$ cat src/rtl/mlf_pkg.sv
`default_nettype none

package mlf_pkg;

    localparam int CHANNELS_DEFAULT = 4;
    localparam int MAX_RESULTS      = 4;

    localparam int FUNC_W     = 2;
    localparam int CH_FIELD_W = 2;
    localparam int LEVEL_W    = 8;
    localparam int TOP_W      = 16;
    localparam int DELAY_W    = 8;
    localparam int CFG_IDX_W  = 4;
    localparam int CFG_DATA_W = 16;

    // level * top fits in 24 bits; x / 255 == (x * 0x808081) >> 31 for x < 2^24
    localparam int                  PROD_W      = LEVEL_W + TOP_W;
    localparam logic [PROD_W-1:0]   RECIP_255   = 24'h808081;
    localparam int                  RECIP_SHIFT = 31;

    localparam logic [FUNC_W-1:0] FUNC_TICK   = 2'd0;
    localparam logic [FUNC_W-1:0] FUNC_SET    = 2'd1;
    localparam logic [FUNC_W-1:0] FUNC_TARGET = 2'd2;
    localparam logic [FUNC_W-1:0] FUNC_QUERY  = 2'd3;

    localparam logic [CFG_IDX_W-1:0] REG_FADE_DELAY = 4'd0;
    localparam logic [CFG_IDX_W-1:0] REG_PWM_TOP    = 4'd1;

    localparam logic [DELAY_W-1:0] FADE_DELAY_RESET = 8'd0;
    localparam logic [TOP_W-1:0]   PWM_TOP_RESET    = 16'd1023;

    typedef struct packed {
        logic [CH_FIELD_W-1:0] ch;
        logic [LEVEL_W-1:0]    level;
        logic [LEVEL_W-1:0]    target;
        logic                  last;
    } res_req_t;

    typedef struct packed {
        logic [DELAY_W-1:0] fade_delay;
        logic [TOP_W-1:0]   pwm_top;
    } cfg_regs_t;

endpackage

`default_nettype wire

$ cat src/rtl/mlf_cmd_if.sv
`default_nettype none

interface mlf_cmd_if
    import mlf_pkg::*;
();
    logic                  valid;
    logic                  ready;
    logic [FUNC_W-1:0]     func;
    logic [CH_FIELD_W-1:0] channel;
    logic [LEVEL_W-1:0]    value;

    modport source (output valid, output func, output channel, output value, input ready);
    modport sink (input valid, input func, input channel, input value, output ready);
endinterface

`default_nettype wire

$ cat src/rtl/mlf_rsp_if.sv
`default_nettype none

interface mlf_rsp_if
    import mlf_pkg::*;
();
    logic                  valid;
    logic                  ready;
    logic [CH_FIELD_W-1:0] out_channel;
    logic [LEVEL_W-1:0]    level;
    logic [LEVEL_W-1:0]    target;
    logic [TOP_W-1:0]      compare_value;
    logic                  output_on;
    logic                  last;

    modport source (
        output valid, output out_channel, output level, output target,
        output compare_value, output output_on, output last, input ready
    );
    modport sink (
        input valid, input out_channel, input level, input target,
        input compare_value, input output_on, input last, output ready
    );
endinterface

`default_nettype wire

$ cat src/rtl/mlf_cfg_if.sv
`default_nettype none

interface mlf_cfg_if
    import mlf_pkg::*;
();
    logic                  valid;
    logic                  ready;
    logic [CFG_IDX_W-1:0]  index;
    logic [CFG_DATA_W-1:0] data;

    modport source (output valid, output index, output data, input ready);
    modport sink (input valid, input index, input data, output ready);
endinterface

`default_nettype wire

$ cat src/rtl/mlf_ram.sv
`default_nettype none

module mlf_ram #(
    parameter int WIDTH = 16,
    parameter int DEPTH = 4,
    parameter int AW    = (DEPTH > 1) ? $clog2(DEPTH) : 1
) (
    input  wire logic             clk,
    input  wire logic             wr_en,
    input  wire logic [AW-1:0]    wr_addr,
    input  wire logic [WIDTH-1:0] wr_data,
    input  wire logic             rd_en,
    input  wire logic [AW-1:0]    rd_addr,
    output logic      [WIDTH-1:0] rd_data
);

    logic [WIDTH-1:0] mem [DEPTH];

    always_ff @(posedge clk)
    begin
        if (wr_en)
        begin
            mem[wr_addr] <= wr_data;
        end
        if (rd_en)
        begin
            rd_data <= mem[rd_addr];
        end
    end

endmodule

`default_nettype wire

$ cat src/rtl/mlf_scale.sv
`default_nettype none

module mlf_scale
    import mlf_pkg::*;
(
    input  wire logic             clk,
    input  wire logic             rst_n,
    input  wire logic             req_valid,
    output logic                  req_ready,
    input  wire res_req_t         req,
    input  wire logic [TOP_W-1:0] pwm_top,
    mlf_rsp_if.source             rsp
);

    logic                  s1_vld_reg;
    res_req_t              s1_req_reg;
    logic [PROD_W-1:0]     s1_prod_reg;
    logic                  s2_vld_reg;
    res_req_t              s2_req_reg;
    logic [TOP_W-1:0]      s2_cmp_reg;
    logic                  out_vld_reg;
    res_req_t              out_req_reg;
    logic [TOP_W-1:0]      out_cmp_reg;
    logic [2*PROD_W-1:0]   recip_prod;
    logic                  req_fire;

    assign req_ready  = !s1_vld_reg && !s2_vld_reg && !out_vld_reg;
    assign req_fire   = req_valid && req_ready;
    assign recip_prod = s1_prod_reg * RECIP_255;

    always_ff @(posedge clk or negedge rst_n)
    begin
        if (!rst_n)
        begin
            s1_vld_reg  <= 1'b0;
            s2_vld_reg  <= 1'b0;
            out_vld_reg <= 1'b0;
        end
        else
        begin
            s1_vld_reg  <= req_fire;
            s2_vld_reg  <= s1_vld_reg;
            out_vld_reg <= s2_vld_reg || (out_vld_reg && !rsp.ready);
        end
    end

    always_ff @(posedge clk)
    begin
        if (req_fire)
        begin
            s1_req_reg  <= req;
            s1_prod_reg <= PROD_W'(req.level) * PROD_W'(pwm_top);
        end
        if (s1_vld_reg)
        begin
            s2_req_reg <= s1_req_reg;
            s2_cmp_reg <= recip_prod[RECIP_SHIFT +: TOP_W];
        end
        if (s2_vld_reg)
        begin
            out_req_reg <= s2_req_reg;
            out_cmp_reg <= s2_cmp_reg;
        end
    end

    assign rsp.valid         = out_vld_reg;
    assign rsp.out_channel   = out_req_reg.ch;
    assign rsp.level         = out_req_reg.level;
    assign rsp.target        = out_req_reg.target;
    assign rsp.compare_value = out_cmp_reg;
    assign rsp.output_on     = (out_cmp_reg != '0);
    assign rsp.last          = out_req_reg.last;

    // one result in flight at a time
    assert property (@(posedge clk) disable iff (!rst_n)
        $onehot0({s1_vld_reg, s2_vld_reg, out_vld_reg}))
        else $error("more than one result in scaling pipe");

    assert property (@(posedge clk) disable iff (!rst_n)
        s1_vld_reg |=> s2_vld_reg && out_vld_reg == 1'b0 ##1 out_vld_reg)
        else $error("scaling pipe lost a result");

endmodule

`default_nettype wire

$ cat src/rtl/mlf_ctrl.sv
`default_nettype none

module mlf_ctrl
    import mlf_pkg::*;
#(
    parameter int CHANNELS = CHANNELS_DEFAULT
) (
    input  wire logic               clk,
    input  wire logic               rst_n,
    mlf_cmd_if.sink                 cmd,
    input  wire logic [DELAY_W-1:0] fade_delay,
    output logic                    req_valid,
    input  wire logic               req_ready,
    output res_req_t                req
);

    localparam int              CH_W    = (CHANNELS > 1) ? $clog2(CHANNELS) : 1;
    localparam int              ENTRY_W = 2 * LEVEL_W;
    localparam logic [CH_W-1:0] LAST_CH = CH_W'(CHANNELS - 1);

    localparam logic [2:0] S_IDLE  = 3'd0;
    localparam logic [2:0] S_TGT   = 3'd1;
    localparam logic [2:0] S_QRY   = 3'd2;
    localparam logic [2:0] S_WRD   = 3'd3;
    localparam logic [2:0] S_WMOD  = 3'd4;
    localparam logic [2:0] S_WNEXT = 3'd5;
    localparam logic [2:0] S_ISSUE = 3'd6;

    logic [2:0]            state_reg, state_next;
    logic [CH_FIELD_W-1:0] ch_reg, ch_next;
    logic [LEVEL_W-1:0]    val_reg, val_next;
    logic [CH_W-1:0]       idx_reg, idx_next;
    logic [DELAY_W-1:0]    presc_reg, presc_next;
    res_req_t              pend_reg, pend_next;
    logic                  pend_vld_reg, pend_vld_next;
    res_req_t              req_reg, req_next;
    logic                  ret_walk_reg, ret_walk_next;
    logic [CHANNELS-1:0]   valid_reg, valid_next;
    logic                  rd_vld_reg;

    logic                  rd_en;
    logic [CH_W-1:0]       rd_addr;
    logic [ENTRY_W-1:0]    rd_data;
    logic                  wr_en;
    logic [CH_W-1:0]       wr_addr;
    logic [ENTRY_W-1:0]    wr_data;

    logic                  cmd_fire;
    logic                  ch_ok;
    logic [CH_W-1:0]       cmd_addr;
    logic [DELAY_W-1:0]    presc_inc;
    logic                  step_due;
    logic [LEVEL_W-1:0]    cur_level;
    logic [LEVEL_W-1:0]    cur_target;
    logic                  moved;
    logic [LEVEL_W-1:0]    new_level;
    logic                  report;

    mlf_ram #(
        .WIDTH (ENTRY_W),
        .DEPTH (CHANNELS)
    ) u_state_ram (
        .clk     (clk),
        .wr_en   (wr_en),
        .wr_addr (wr_addr),
        .wr_data (wr_data),
        .rd_en   (rd_en),
        .rd_addr (rd_addr),
        .rd_data (rd_data)
    );

    assign cmd.ready = (state_reg == S_IDLE);
    assign cmd_fire  = cmd.valid && cmd.ready;
    assign ch_ok     = (32'(cmd.channel) < CHANNELS);
    assign cmd_addr  = CH_W'(cmd.channel);
    assign presc_inc = presc_reg + DELAY_W'(1);
    assign step_due  = (presc_inc >= fade_delay);

    // entries never written read as zero
    assign cur_level  = rd_vld_reg ? rd_data[ENTRY_W-1 -: LEVEL_W] : '0;
    assign cur_target = rd_vld_reg ? rd_data[LEVEL_W-1:0] : '0;
    assign moved      = (cur_level != cur_target);
    assign new_level  = (cur_level < cur_target) ? cur_level + LEVEL_W'(1)
                                                 : cur_level - LEVEL_W'(1);
    assign report     = moved && (32'(idx_reg) < MAX_RESULTS);

    assign req_valid = (state_reg == S_ISSUE);
    assign req       = req_reg;

    always_comb
    begin
        state_next    = state_reg;
        ch_next       = ch_reg;
        val_next      = val_reg;
        idx_next      = idx_reg;
        presc_next    = presc_reg;
        pend_next     = pend_reg;
        pend_vld_next = pend_vld_reg;
        req_next      = req_reg;
        ret_walk_next = ret_walk_reg;
        valid_next    = valid_reg;
        rd_en         = 1'b0;
        rd_addr       = idx_reg;
        wr_en         = 1'b0;
        wr_addr       = idx_reg;
        wr_data       = {new_level, cur_target};

        case (state_reg)
            S_IDLE:
            begin
                if (cmd_fire)
                begin
                    case (cmd.func)
                        FUNC_TICK:
                        begin
                            if (step_due)
                            begin
                                presc_next = '0;
                                idx_next   = '0;
                                state_next = S_WRD;
                            end
                            else
                            begin
                                presc_next = presc_inc;
                            end
                        end
                        FUNC_SET:
                        begin
                            if (ch_ok)
                            begin
                                wr_en                = 1'b1;
                                wr_addr              = cmd_addr;
                                wr_data              = {cmd.value, cmd.value};
                                valid_next[cmd_addr] = 1'b1;
                                req_next.ch          = cmd.channel;
                                req_next.level       = cmd.value;
                                req_next.target      = cmd.value;
                                req_next.last        = 1'b1;
                                ret_walk_next        = 1'b0;
                                state_next           = S_ISSUE;
                            end
                        end
                        FUNC_TARGET:
                        begin
                            if (ch_ok)
                            begin
                                rd_en      = 1'b1;
                                rd_addr    = cmd_addr;
                                ch_next    = cmd.channel;
                                val_next   = cmd.value;
                                state_next = S_TGT;
                            end
                        end
                        FUNC_QUERY:
                        begin
                            if (ch_ok)
                            begin
                                rd_en      = 1'b1;
                                rd_addr    = cmd_addr;
                                ch_next    = cmd.channel;
                                state_next = S_QRY;
                            end
                        end
                        default:
                        begin
                            state_next = S_IDLE;
                        end
                    endcase
                end
            end
            S_TGT:
            begin
                wr_en                     = 1'b1;
                wr_addr                   = CH_W'(ch_reg);
                wr_data                   = {cur_level, val_reg};
                valid_next[CH_W'(ch_reg)] = 1'b1;
                state_next                = S_IDLE;
            end
            S_QRY:
            begin
                req_next.ch     = ch_reg;
                req_next.level  = cur_level;
                req_next.target = cur_target;
                req_next.last   = 1'b1;
                ret_walk_next   = 1'b0;
                state_next      = S_ISSUE;
            end
            S_WRD:
            begin
                rd_en      = 1'b1;
                rd_addr    = idx_reg;
                state_next = S_WMOD;
            end
            S_WMOD:
            begin
                state_next = S_WNEXT;
                if (moved)
                begin
                    wr_en               = 1'b1;
                    valid_next[idx_reg] = 1'b1;
                end
                // hold the newest report back until it is known whether it is the last
                if (report)
                begin
                    pend_next.ch     = CH_FIELD_W'(idx_reg);
                    pend_next.level  = new_level;
                    pend_next.target = cur_target;
                    pend_next.last   = 1'b0;
                    pend_vld_next    = 1'b1;
                    if (pend_vld_reg)
                    begin
                        req_next      = pend_reg;
                        ret_walk_next = 1'b1;
                        state_next    = S_ISSUE;
                    end
                end
            end
            S_WNEXT:
            begin
                if (idx_reg == LAST_CH)
                begin
                    state_next = S_IDLE;
                    if (pend_vld_reg)
                    begin
                        req_next      = pend_reg;
                        req_next.last = 1'b1;
                        pend_vld_next = 1'b0;
                        ret_walk_next = 1'b0;
                        state_next    = S_ISSUE;
                    end
                end
                else
                begin
                    idx_next   = idx_reg + CH_W'(1);
                    state_next = S_WRD;
                end
            end
            S_ISSUE:
            begin
                if (req_ready)
                begin
                    state_next = ret_walk_reg ? S_WNEXT : S_IDLE;
                end
            end
            default:
            begin
                state_next = S_IDLE;
            end
        endcase
    end

    always_ff @(posedge clk or negedge rst_n)
    begin
        if (!rst_n)
        begin
            state_reg    <= S_IDLE;
            idx_reg      <= '0;
            presc_reg    <= '0;
            pend_vld_reg <= 1'b0;
            ret_walk_reg <= 1'b0;
            valid_reg    <= '0;
            rd_vld_reg   <= 1'b0;
        end
        else
        begin
            state_reg    <= state_next;
            idx_reg      <= idx_next;
            presc_reg    <= presc_next;
            pend_vld_reg <= pend_vld_next;
            ret_walk_reg <= ret_walk_next;
            valid_reg    <= valid_next;
            if (rd_en)
            begin
                rd_vld_reg <= valid_reg[rd_addr];
            end
        end
    end

    always_ff @(posedge clk)
    begin
        ch_reg   <= ch_next;
        val_reg  <= val_next;
        pend_reg <= pend_next;
        req_reg  <= req_next;
    end

    assert property (@(posedge clk) disable iff (!rst_n)
        (wr_en && rd_en) |-> (wr_addr != rd_addr))
        else $error("state ram read and write hit the same entry");

    assert property (@(posedge clk) disable iff (!rst_n)
        pend_vld_reg |-> (state_reg != S_IDLE && state_reg != S_TGT && state_reg != S_QRY))
        else $error("held fade report outside a fade walk");

    assert property (@(posedge clk) disable iff (!rst_n)
        (cmd_fire && cmd.func == FUNC_TICK && step_due) |=> (presc_reg == '0))
        else $error("prescaler not cleared on fade step");

    assert property (@(posedge clk) disable iff (!rst_n)
        (32'(idx_reg) < CHANNELS))
        else $error("walk index beyond channel count");

endmodule

`default_nettype wire

$ cat src/rtl/multichannel_led_fader_core.sv
`default_nettype none

// channel  dir  handshake       payload
// cfg      in   valid/ready     index, data (fade_delay, pwm_top)
// cmd      in   valid/ready     func, channel, value
// rsp      out  valid/ready     out_channel, level, target, compare_value, output_on, last
//
// levels and targets live in one state ram with a registered read
// set-target: read, then write; set-now: write, then issue; query: read, build, then issue
// fade step: read, update and advance states for each channel walked, plus result issue
// each result passes through the scale pipe (level*top, then reciprocal of 255)
// a result issues only once the scale pipe is empty, so results wait on a stalled rsp
// reset clears control state and per-channel valid bits; no ram clearing pass
// a stalled rsp holds its item in the output register; cmd items are taken only in idle,
// so none are taken once the next result has to issue

module multichannel_led_fader_core
    import mlf_pkg::*;
#(
    parameter int CHANNELS = CHANNELS_DEFAULT
) (
    input  wire logic clk,
    input  wire logic rst_n,
    mlf_cfg_if.sink   cfg,
    mlf_cmd_if.sink   cmd,
    mlf_rsp_if.source rsp
);

    cfg_regs_t cfg_reg;
    logic      req_valid;
    logic      req_ready;
    res_req_t  req;

    assign cfg.ready = 1'b1;

    always_ff @(posedge clk or negedge rst_n)
    begin
        if (!rst_n)
        begin
            cfg_reg.fade_delay <= FADE_DELAY_RESET;
            cfg_reg.pwm_top    <= PWM_TOP_RESET;
        end
        else if (cfg.valid && cfg.ready)
        begin
            case (cfg.index)
                REG_FADE_DELAY:
                begin
                    cfg_reg.fade_delay <= cfg.data[DELAY_W-1:0];
                end
                REG_PWM_TOP:
                begin
                    cfg_reg.pwm_top <= cfg.data[TOP_W-1:0];
                end
                default:
                begin
                    cfg_reg <= cfg_reg;
                end
            endcase
        end
    end

    mlf_ctrl #(
        .CHANNELS (CHANNELS)
    ) u_ctrl (
        .clk        (clk),
        .rst_n      (rst_n),
        .cmd        (cmd),
        .fade_delay (cfg_reg.fade_delay),
        .req_valid  (req_valid),
        .req_ready  (req_ready),
        .req        (req)
    );

    mlf_scale u_scale (
        .clk       (clk),
        .rst_n     (rst_n),
        .req_valid (req_valid),
        .req_ready (req_ready),
        .req       (req),
        .pwm_top   (cfg_reg.pwm_top),
        .rsp       (rsp)
    );

endmodule

`default_nettype wire

$ cat src/flat_wrapper.sv
// flat-port wrapper written by rule: the top's interface ports become plain ports
module multichannel_led_fader_core_flat import mlf_pkg::*;
#(
    parameter int CHANNELS = CHANNELS_DEFAULT
)
  (clk, rst_n, cfg_valid, cfg_index, cfg_data, cfg_ready, cmd_valid, cmd_func, cmd_channel, cmd_value, cmd_ready, rsp_valid, rsp_out_channel, rsp_level, rsp_target, rsp_compare_value, rsp_output_on, rsp_last, rsp_ready);
  mlf_cfg_if cfg_i ();
  mlf_cmd_if cmd_i ();
  mlf_rsp_if rsp_i ();
  input  wire logic clk;
  input  wire logic rst_n;
  input wire logic [$bits(cfg_i.valid)-1:0] cfg_valid;
  input wire logic [$bits(cfg_i.index)-1:0] cfg_index;
  input wire logic [$bits(cfg_i.data)-1:0] cfg_data;
  output wire logic [$bits(cfg_i.ready)-1:0] cfg_ready;
  input wire logic [$bits(cmd_i.valid)-1:0] cmd_valid;
  input wire logic [$bits(cmd_i.func)-1:0] cmd_func;
  input wire logic [$bits(cmd_i.channel)-1:0] cmd_channel;
  input wire logic [$bits(cmd_i.value)-1:0] cmd_value;
  output wire logic [$bits(cmd_i.ready)-1:0] cmd_ready;
  output wire logic [$bits(rsp_i.valid)-1:0] rsp_valid;
  output wire logic [$bits(rsp_i.out_channel)-1:0] rsp_out_channel;
  output wire logic [$bits(rsp_i.level)-1:0] rsp_level;
  output wire logic [$bits(rsp_i.target)-1:0] rsp_target;
  output wire logic [$bits(rsp_i.compare_value)-1:0] rsp_compare_value;
  output wire logic [$bits(rsp_i.output_on)-1:0] rsp_output_on;
  output wire logic [$bits(rsp_i.last)-1:0] rsp_last;
  input wire logic [$bits(rsp_i.ready)-1:0] rsp_ready;
  assign cfg_i.valid = cfg_valid;
  assign cfg_i.index = cfg_index;
  assign cfg_i.data = cfg_data;
  assign cfg_ready = cfg_i.ready;
  assign cmd_i.valid = cmd_valid;
  assign cmd_i.func = cmd_func;
  assign cmd_i.channel = cmd_channel;
  assign cmd_i.value = cmd_value;
  assign cmd_ready = cmd_i.ready;
  assign rsp_valid = rsp_i.valid;
  assign rsp_out_channel = rsp_i.out_channel;
  assign rsp_level = rsp_i.level;
  assign rsp_target = rsp_i.target;
  assign rsp_compare_value = rsp_i.compare_value;
  assign rsp_output_on = rsp_i.output_on;
  assign rsp_last = rsp_i.last;
  assign rsp_i.ready = rsp_ready;
  multichannel_led_fader_core #(.CHANNELS(CHANNELS)) u_core (.clk(clk), .rst_n(rst_n), .cfg(cfg_i), .cmd(cmd_i), .rsp(rsp_i));
endmodule
$ cat config.mk
export PLATFORM = sky130hd
export DESIGN_NAME = multichannel_led_fader_core_flat
export DESIGN_NICKNAME = d
export VERILOG_FILES = /design/src/rtl/mlf_pkg.sv /design/src/rtl/mlf_cmd_if.sv /design/src/rtl/mlf_rsp_if.sv /design/src/rtl/mlf_cfg_if.sv /design/src/rtl/mlf_ram.sv /design/src/rtl/mlf_scale.sv /design/src/rtl/mlf_ctrl.sv /design/src/rtl/multichannel_led_fader_core.sv /design/src/flat_wrapper.sv
export SDC_FILE = /design/constraint.sdc
export NUM_CORES = 1
export LEC_CHECK = 0
export BUFFER_PORTS_ARGS = -buffer_cell sky130_fd_sc_hd__clkbuf_2
export CORE_ASPECT_RATIO = 1.75
export CORE_UTILIZATION = 50
export DETAILED_ROUTE_END_ITERATION = 8
export PLACE_DENSITY = 0.69
export SLEW_MARGIN = 20
export SYNTH_ARGS = -nofsm -noshare
export SYNTH_HDL_FRONTEND = slang
export SYNTH_HIERARCHICAL = 1
export SYNTH_SLANG_ARGS = --single-unit
$ cat constraint.sdc
create_clock -name clk -period 8.4 [get_ports clk]
set_input_delay 0.84 -clock clk [delete_from_list [all_inputs] [get_ports clk]]
set_output_delay 0.84 -clock clk [all_outputs]
set_load 0.02 [all_outputs]
[After elaboration in Yosys (flattened, before gate mapping)]
Memory sizes are Yosys's and may differ from the RTL's. A register that Yosys moved wholly into a read port is not among the register bits.
Index checks and enable logic that the tools add are counted.
Word-level totals
  flip-flop bits (word level): 207
  memory bits (writable): 64
  input port bits: 37
  output and inout bits: 39
  logic and storage cells: 177
  memories: 1
Memories
  u_core.u_ctrl.u_state_ram.mem: depth 4, width 16, read ports 1, clocked after Yosys merged registers in 1, wr ports 1, RTL line mlf_ram.sv:17  | logic [WIDTH-1:0] mem [DEPTH];
Cells by class
  add/sub/neg operators: 4
  multipliers: 2
  $lt $le $gt $ge: 9
  eq/ne operators: 23
  muxes and demuxes: 66
  bitwise operators: 3
  reduce and logical (&&, ||, !) cells: 33
Operator list (number)
  2-to-1 mux 19 bit: 6
  case mux 19 bit (4 select lines): 1
  multiplier 24 x 24 -> 47 bit (second input constant): 1
  2-to-1 mux 16 bit: 2
  2-to-1 mux 8 bit: 4
  case mux 16 bit (2 select lines): 1
  multiplier 8 x 16 -> 24 bit: 1
  2-to-1 mux 2 bit: 11
  2-to-1 mux 1 bit: 19
  2-to-1 mux 3 bit: 6
  case mux 3 bit (6 select lines): 1
  adder 8 x 1 -> 8 bit (second input constant): 2
  nonzero test 16 bit: 1
  AND reduction 3 bit: 5
  less-than comparator 2 x 3 -> 1 bit (second input constant): 4
  2-to-1 mux 4 bit: 3
  OR 4 bit: 3
  case mux 3 bit (4 select lines): 1
  case mux 4 bit (3 select lines): 1
  != test 2 x 1 -> 1 bit (second input constant): 5
  != test 2 bit (second input constant): 5
  equality test 3 bit (second input constant): 3
  greater-or-equal comparator 8 bit: 1
  logical AND 1 bit: 8
  other kinds (30): 45

[Depth between registers and ports, before layout]
  depth after elaboration: 8
  mapped depth: 20
  mapped depth without buffers: 19

[Modules after synthesis]
The synthesis kept the hierarchy.
Modules (own cells, without submodules)
  mlf_scale: times used 1, cells each 960, area an instance 10928.0 um^2, sequential area each 3468.3 um^2
  mlf_ctrl: times used 1, cells each 470, area an instance 4352.9 um^2, sequential area each 1911.8 um^2
  mlf_ram: times used 1, cells each 104, area an instance 2857.7 um^2, sequential area each 2402.3 um^2
  multichannel_led_fader_core: times used 1, cells each 55, area an instance 1003.5 um^2, sequential area each 613.1 um^2

[Worst setup path after synthesis]
No wires, ideal clock.
  path kind: register to register
  start: register u_core.u_ctrl.req_reg (netlist bit u_core/u_ctrl/req[16])
  end: register u_core.u_scale.s1_prod_reg[22], data pin
  setup time: 0.258 ns
  data arrival time: 4.507 ns
  data required time: 8.142 ns
  slack: 3.634 ns
  stages on the path, launching flop included: 19
  path buffers: 1
  period minus slack after synthesis: 4.766 ns
  path through: edfxtp_1 clkbuf_1 and2_1 fa_1 fa_1 fa_1 inv_1 fa_1 inv_1 ha_1 nand2_1 nor2_1 a311oi_1 or3_1 a31oi_1 a21o_1 nand3_1 nand2_1 xor2_1
On the way
  longest elaborated chain between the ends: 1
Ends and longest elaborated chain
  from (decl): RTL line mlf_ctrl.sv:36  | res_req_t req_reg, req_next;
  from (signal assigned): RTL line mlf_ctrl.sv:284  | req_reg <= req_next;
  multiplier 8 x 16 -> 24 bit: RTL line mlf_scale.sv:52  | s1_prod_reg <= PROD_W'(req.level) * PROD_W'(pwm_top);
  to (signal assigned): RTL line mlf_scale.sv:52
  to (decl): RTL line mlf_scale.sv:17  | logic [PROD_W-1:0] s1_prod_reg;
No other way between the ends.
A chain may end at the register's enable or synchronous reset.

[Final worst setup path]
  start: register u_core.u_ctrl.req_reg (netlist bit u_core/u_ctrl/req[16])
  end: register u_core.u_scale.s1_prod_reg[21], data pin
The elaborated chain is that of the path after synthesis.

==> flow_metrics.py <==
metrics = {
    "worst_setup_path": {
        "r2r_cells": 16,
        "critPathLaunchType": "flop",
        "cp-end-kind": "flop",
        "path_max_fanout": 17,
        "crit_type": "reg -> reg",
        "r2r-start": "u_core/u_ctrl/req[16]$_DFFE_PP_",
        "timing.rr.end": "u_core/u_scale/s1_prod_reg[21]$_DFFE_PP_",
        "critPathArrivalTime_ns": 5.69,
        "startpoint": "u_core/u_ctrl/req[16]$_DFFE_PP_",
        "cp_data_required_time_ns": 8.72,
        "endpoint": "u_core/u_scale/s1_prod_reg[21]$_DFFE_PP_",
        "reg2reg_slack_ns": 3.03,
    },
    "layout": {
        "largest_register_ffs": 64,
        "fill_cells": 3198,
        "final_area_sq_mm": 0.02081,
        "fin_nets": 2036,
        "drive_above_1_share_pct": 11.45,
        "finalCoreUtilization_pct": 55.30,
        "diodes": 0,
        "area_growth_pct": 8.726,
    },
    "grt": {
        "grt_pass1_vias": 12998,
        "grt_pass1_wl_um": 65140,
        "grt_usage_pct": 21.79,
        "grt_remaining_overflow": 0,
        "grt_antenna_before_repair": 0,
        "grt_max_degree": 48,
    },
    "clocking": {
        "post-cts-setup-buffers": 0,
        "clkSinkCount": 287,
        "cts_buffers": 27,
        "clockRootBuffer": "clkbuf_16",
        "path_clk_slew_ns": 0.07,
        "htree_levels": 1,
        "cts_tree": "built",
        "cts_resized": 0,
        "clk_latency_ns": 0.57,
        "cts.path.max_buffers": 3,
        "ctsHoldBuffers": 0,
    },
    "floorplanning": {
        "die_x_um": 149.9,
        "io_pins": 76,
        "coreArea_sq_mm": 0.03764,
        "fp.dieArea_sq_mm": 0.03910,
        "initial_core_util_pct": 50.86,
        "num_rows": 94,
        "dieHeight_um": 260.8,
    },
    "logic_synthesis": {
        "syn_nets": 1966,
        "synth-edff-count": 240,
        "synthDistinctLibCells": 76,
        "synth_ff_type": "edfxtp_1",
        "yosys_warnings": 6,
        "syn_area_sq_mm": 0.01914,
        "syn_inst": 1589,
        "synth_seq_area_share_pct": 43.86,
        "syn_avg_cell_area_sq_um": 12.05,
        "async_reset_ff_share_pct": 16.38,
        "ys_ff_latch": 287,
    },
    "sta": {
        "layout_worst_path_cycle_share_pct": 63.94,
        "drv_slew": 0,
        "fin_tns_setup_ns": 0,
        "fmax_mhz": 186.2,
        "setup_violations": 0,
        "rsz0062_at_grt": "no",
        "hold_viol": 0,
        "fin_skew_ns": 0.01180,
        "setup_slack_ns": 3.029,
        "tightest_slew_ns": 0.9901,
        "slew_headroom_pct": 33.86,
        "period_minus_slack_ns": 5.371,
    },
    "route": {
        "wire_per_inst_um": 18.71,
        "drc": 0,
        "vias_per_cell": 5.518,
        "vias": 11902,
        "drt_iter0_drc": 508,
        "first_pass_iters": 5,
        "postRouteAntennaNets": 0,
        "routed_wl_um": 40360,
    },
    "placement": {
        "dpl.hpwl_um": 32220,
        "portBuffers": 74,
        "place_area_sq_mm": 0.01995,
        "place_ws_ns": 3.087,
        "gp_congestion": 0.8893,
    },
    "job": {
        "maxCapViolCount": 0,
    },
    "worst_hold_path": {
        "min_path_type": "in -> async",
    },
    "status": {
        "status": "finished, final reports clean",
    },
}
layout make-up:
cell class | count | area [sq um] | share of cell area [%]
Multi-Input combinational cell | 1042 | 9706 | 46.63
Sequential cell | 287 | 8396 | 40.34
Inverter | 219 | 822.0 | 3.950
Clock buffer | 31 | 700.7 | 3.367
Tap cell | 480 | 600.6 | 2.886
Timing Repair Buffer | 82 | 430.4 | 2.068
Clock inverter | 16 | 157.7 | 0.7575
logic make-up after synthesis:
kind of cell	synth area share [%]
simple gates	10.43
fa+ha+maj	26.15
flops	43.86
buf+inv	5.497
compound gates	8.020
mux	4.111
xor+xnor	1.922
other cells	0.01959
metrics by stage:
| step | instances | hold slack [ns] |
|---|---|---|
| floorplan | 1589 | 0.4003 |
| global placement | 2110 | 0.4008 |
| detailed placement | 2110 | 0.4045 |
| CTS | 2157 | 0.3786 |
| global route | 2157 | 0.4092 |
| finish | 2157 | 0.3619 |
how the worst min path moves through the flow:
stage / from / end / slack, ns / cells after the start
after global placement: u_core/u_ctrl/req[8]$_DFFE_PP_ / u_core/u_scale/s1_req_reg[8]$_DFFE_PP_ / 0.40 / 0
final: rst_n / u_core/cfg_reg[17]$_DFFE_PN0P_ / 0.36 / 2
after CTS: rst_n / u_core/cfg_reg[13]$_DFFE_PN0P_ / 0.38 / 2
after floorplan: u_core/u_scale/s2_cmp_reg[0]$_DFFE_PP_ / u_core/u_scale/rsp.compare_value[0]$_DFFE_PP_ / 0.40 / 0
after global routing: rst_n / u_core/cfg_reg[17]$_DFFE_PN0P_ / 0.41 / 2
after detailed placement: u_core/u_scale/s2_cmp_reg[6]$_DFFE_PP_ / u_core/u_scale/rsp.compare_value[6]$_DFFE_PP_ / 0.40 / 0
synthesized netlist by cell type, types with 21 or more instances:
library cell | count | area share [%]
and2_1 | 123 | 4.0
xnor2_1 | 26 | 1.2
a21oi_1 | 50 | 1.3
nand2_1 | 110 | 2.2
inv_1 | 218 | 4.3
o211ai_1 | 21 | 0.82
dfrtp_1 | 37 | 4.8
nand3_1 | 22 | 0.58
ha_1 | 240 | 16
nor2_1 | 52 | 1.0
edfxtp_1 | 240 | 38
clkbuf_1 | 27 | 0.53
fa_1 | 100 | 10
o21ai_0 | 49 | 1.3
cells in the final DEF (no fill, tap or decap), types with 15 or more instances in the layout:
cell / n
a21o_1: 15
a21oi_1: 50
and2_1: 122
clkbuf_16: 27
clkbuf_2: 74
dfrtp_1: 37
edfxtp_1: 240
fa_1: 100
ha_1: 240
inv_1: 218
mux2_2: 16
nand2_1: 110
nand3_1: 22
nor2_1: 52
o211ai_1: 21
o21ai_0: 48
xnor2_1: 26
xor2_1: 16
routing by layer:
layer  GRT usage (%)  wire (um)
met1           19.96      13490
met2           44.83      23590
met3           1.941        906
met4           12.57       2375
met5               0          0
critical path, stage by stage (launching register included):
cell and delay [ns]:
edfxtp_1 0.69, nand2_1 0.16, fa_1 0.54, fa_1 0.55, inv_1 0.06, fa_1 0.52, inv_1 0.05, fa_1 0.52
inv_1 0.04, ha_1 0.36, a21boi_0 0.41, o21bai_1 0.14, a21oi_1 0.26, o31ai_1 0.14, a211o_1 0.34, a21o_1 0.21
xnor2_1 0.12
Power is not shown: default switching activity piles up to over one toggle a cycle in this logic, so the estimate is an artifact.
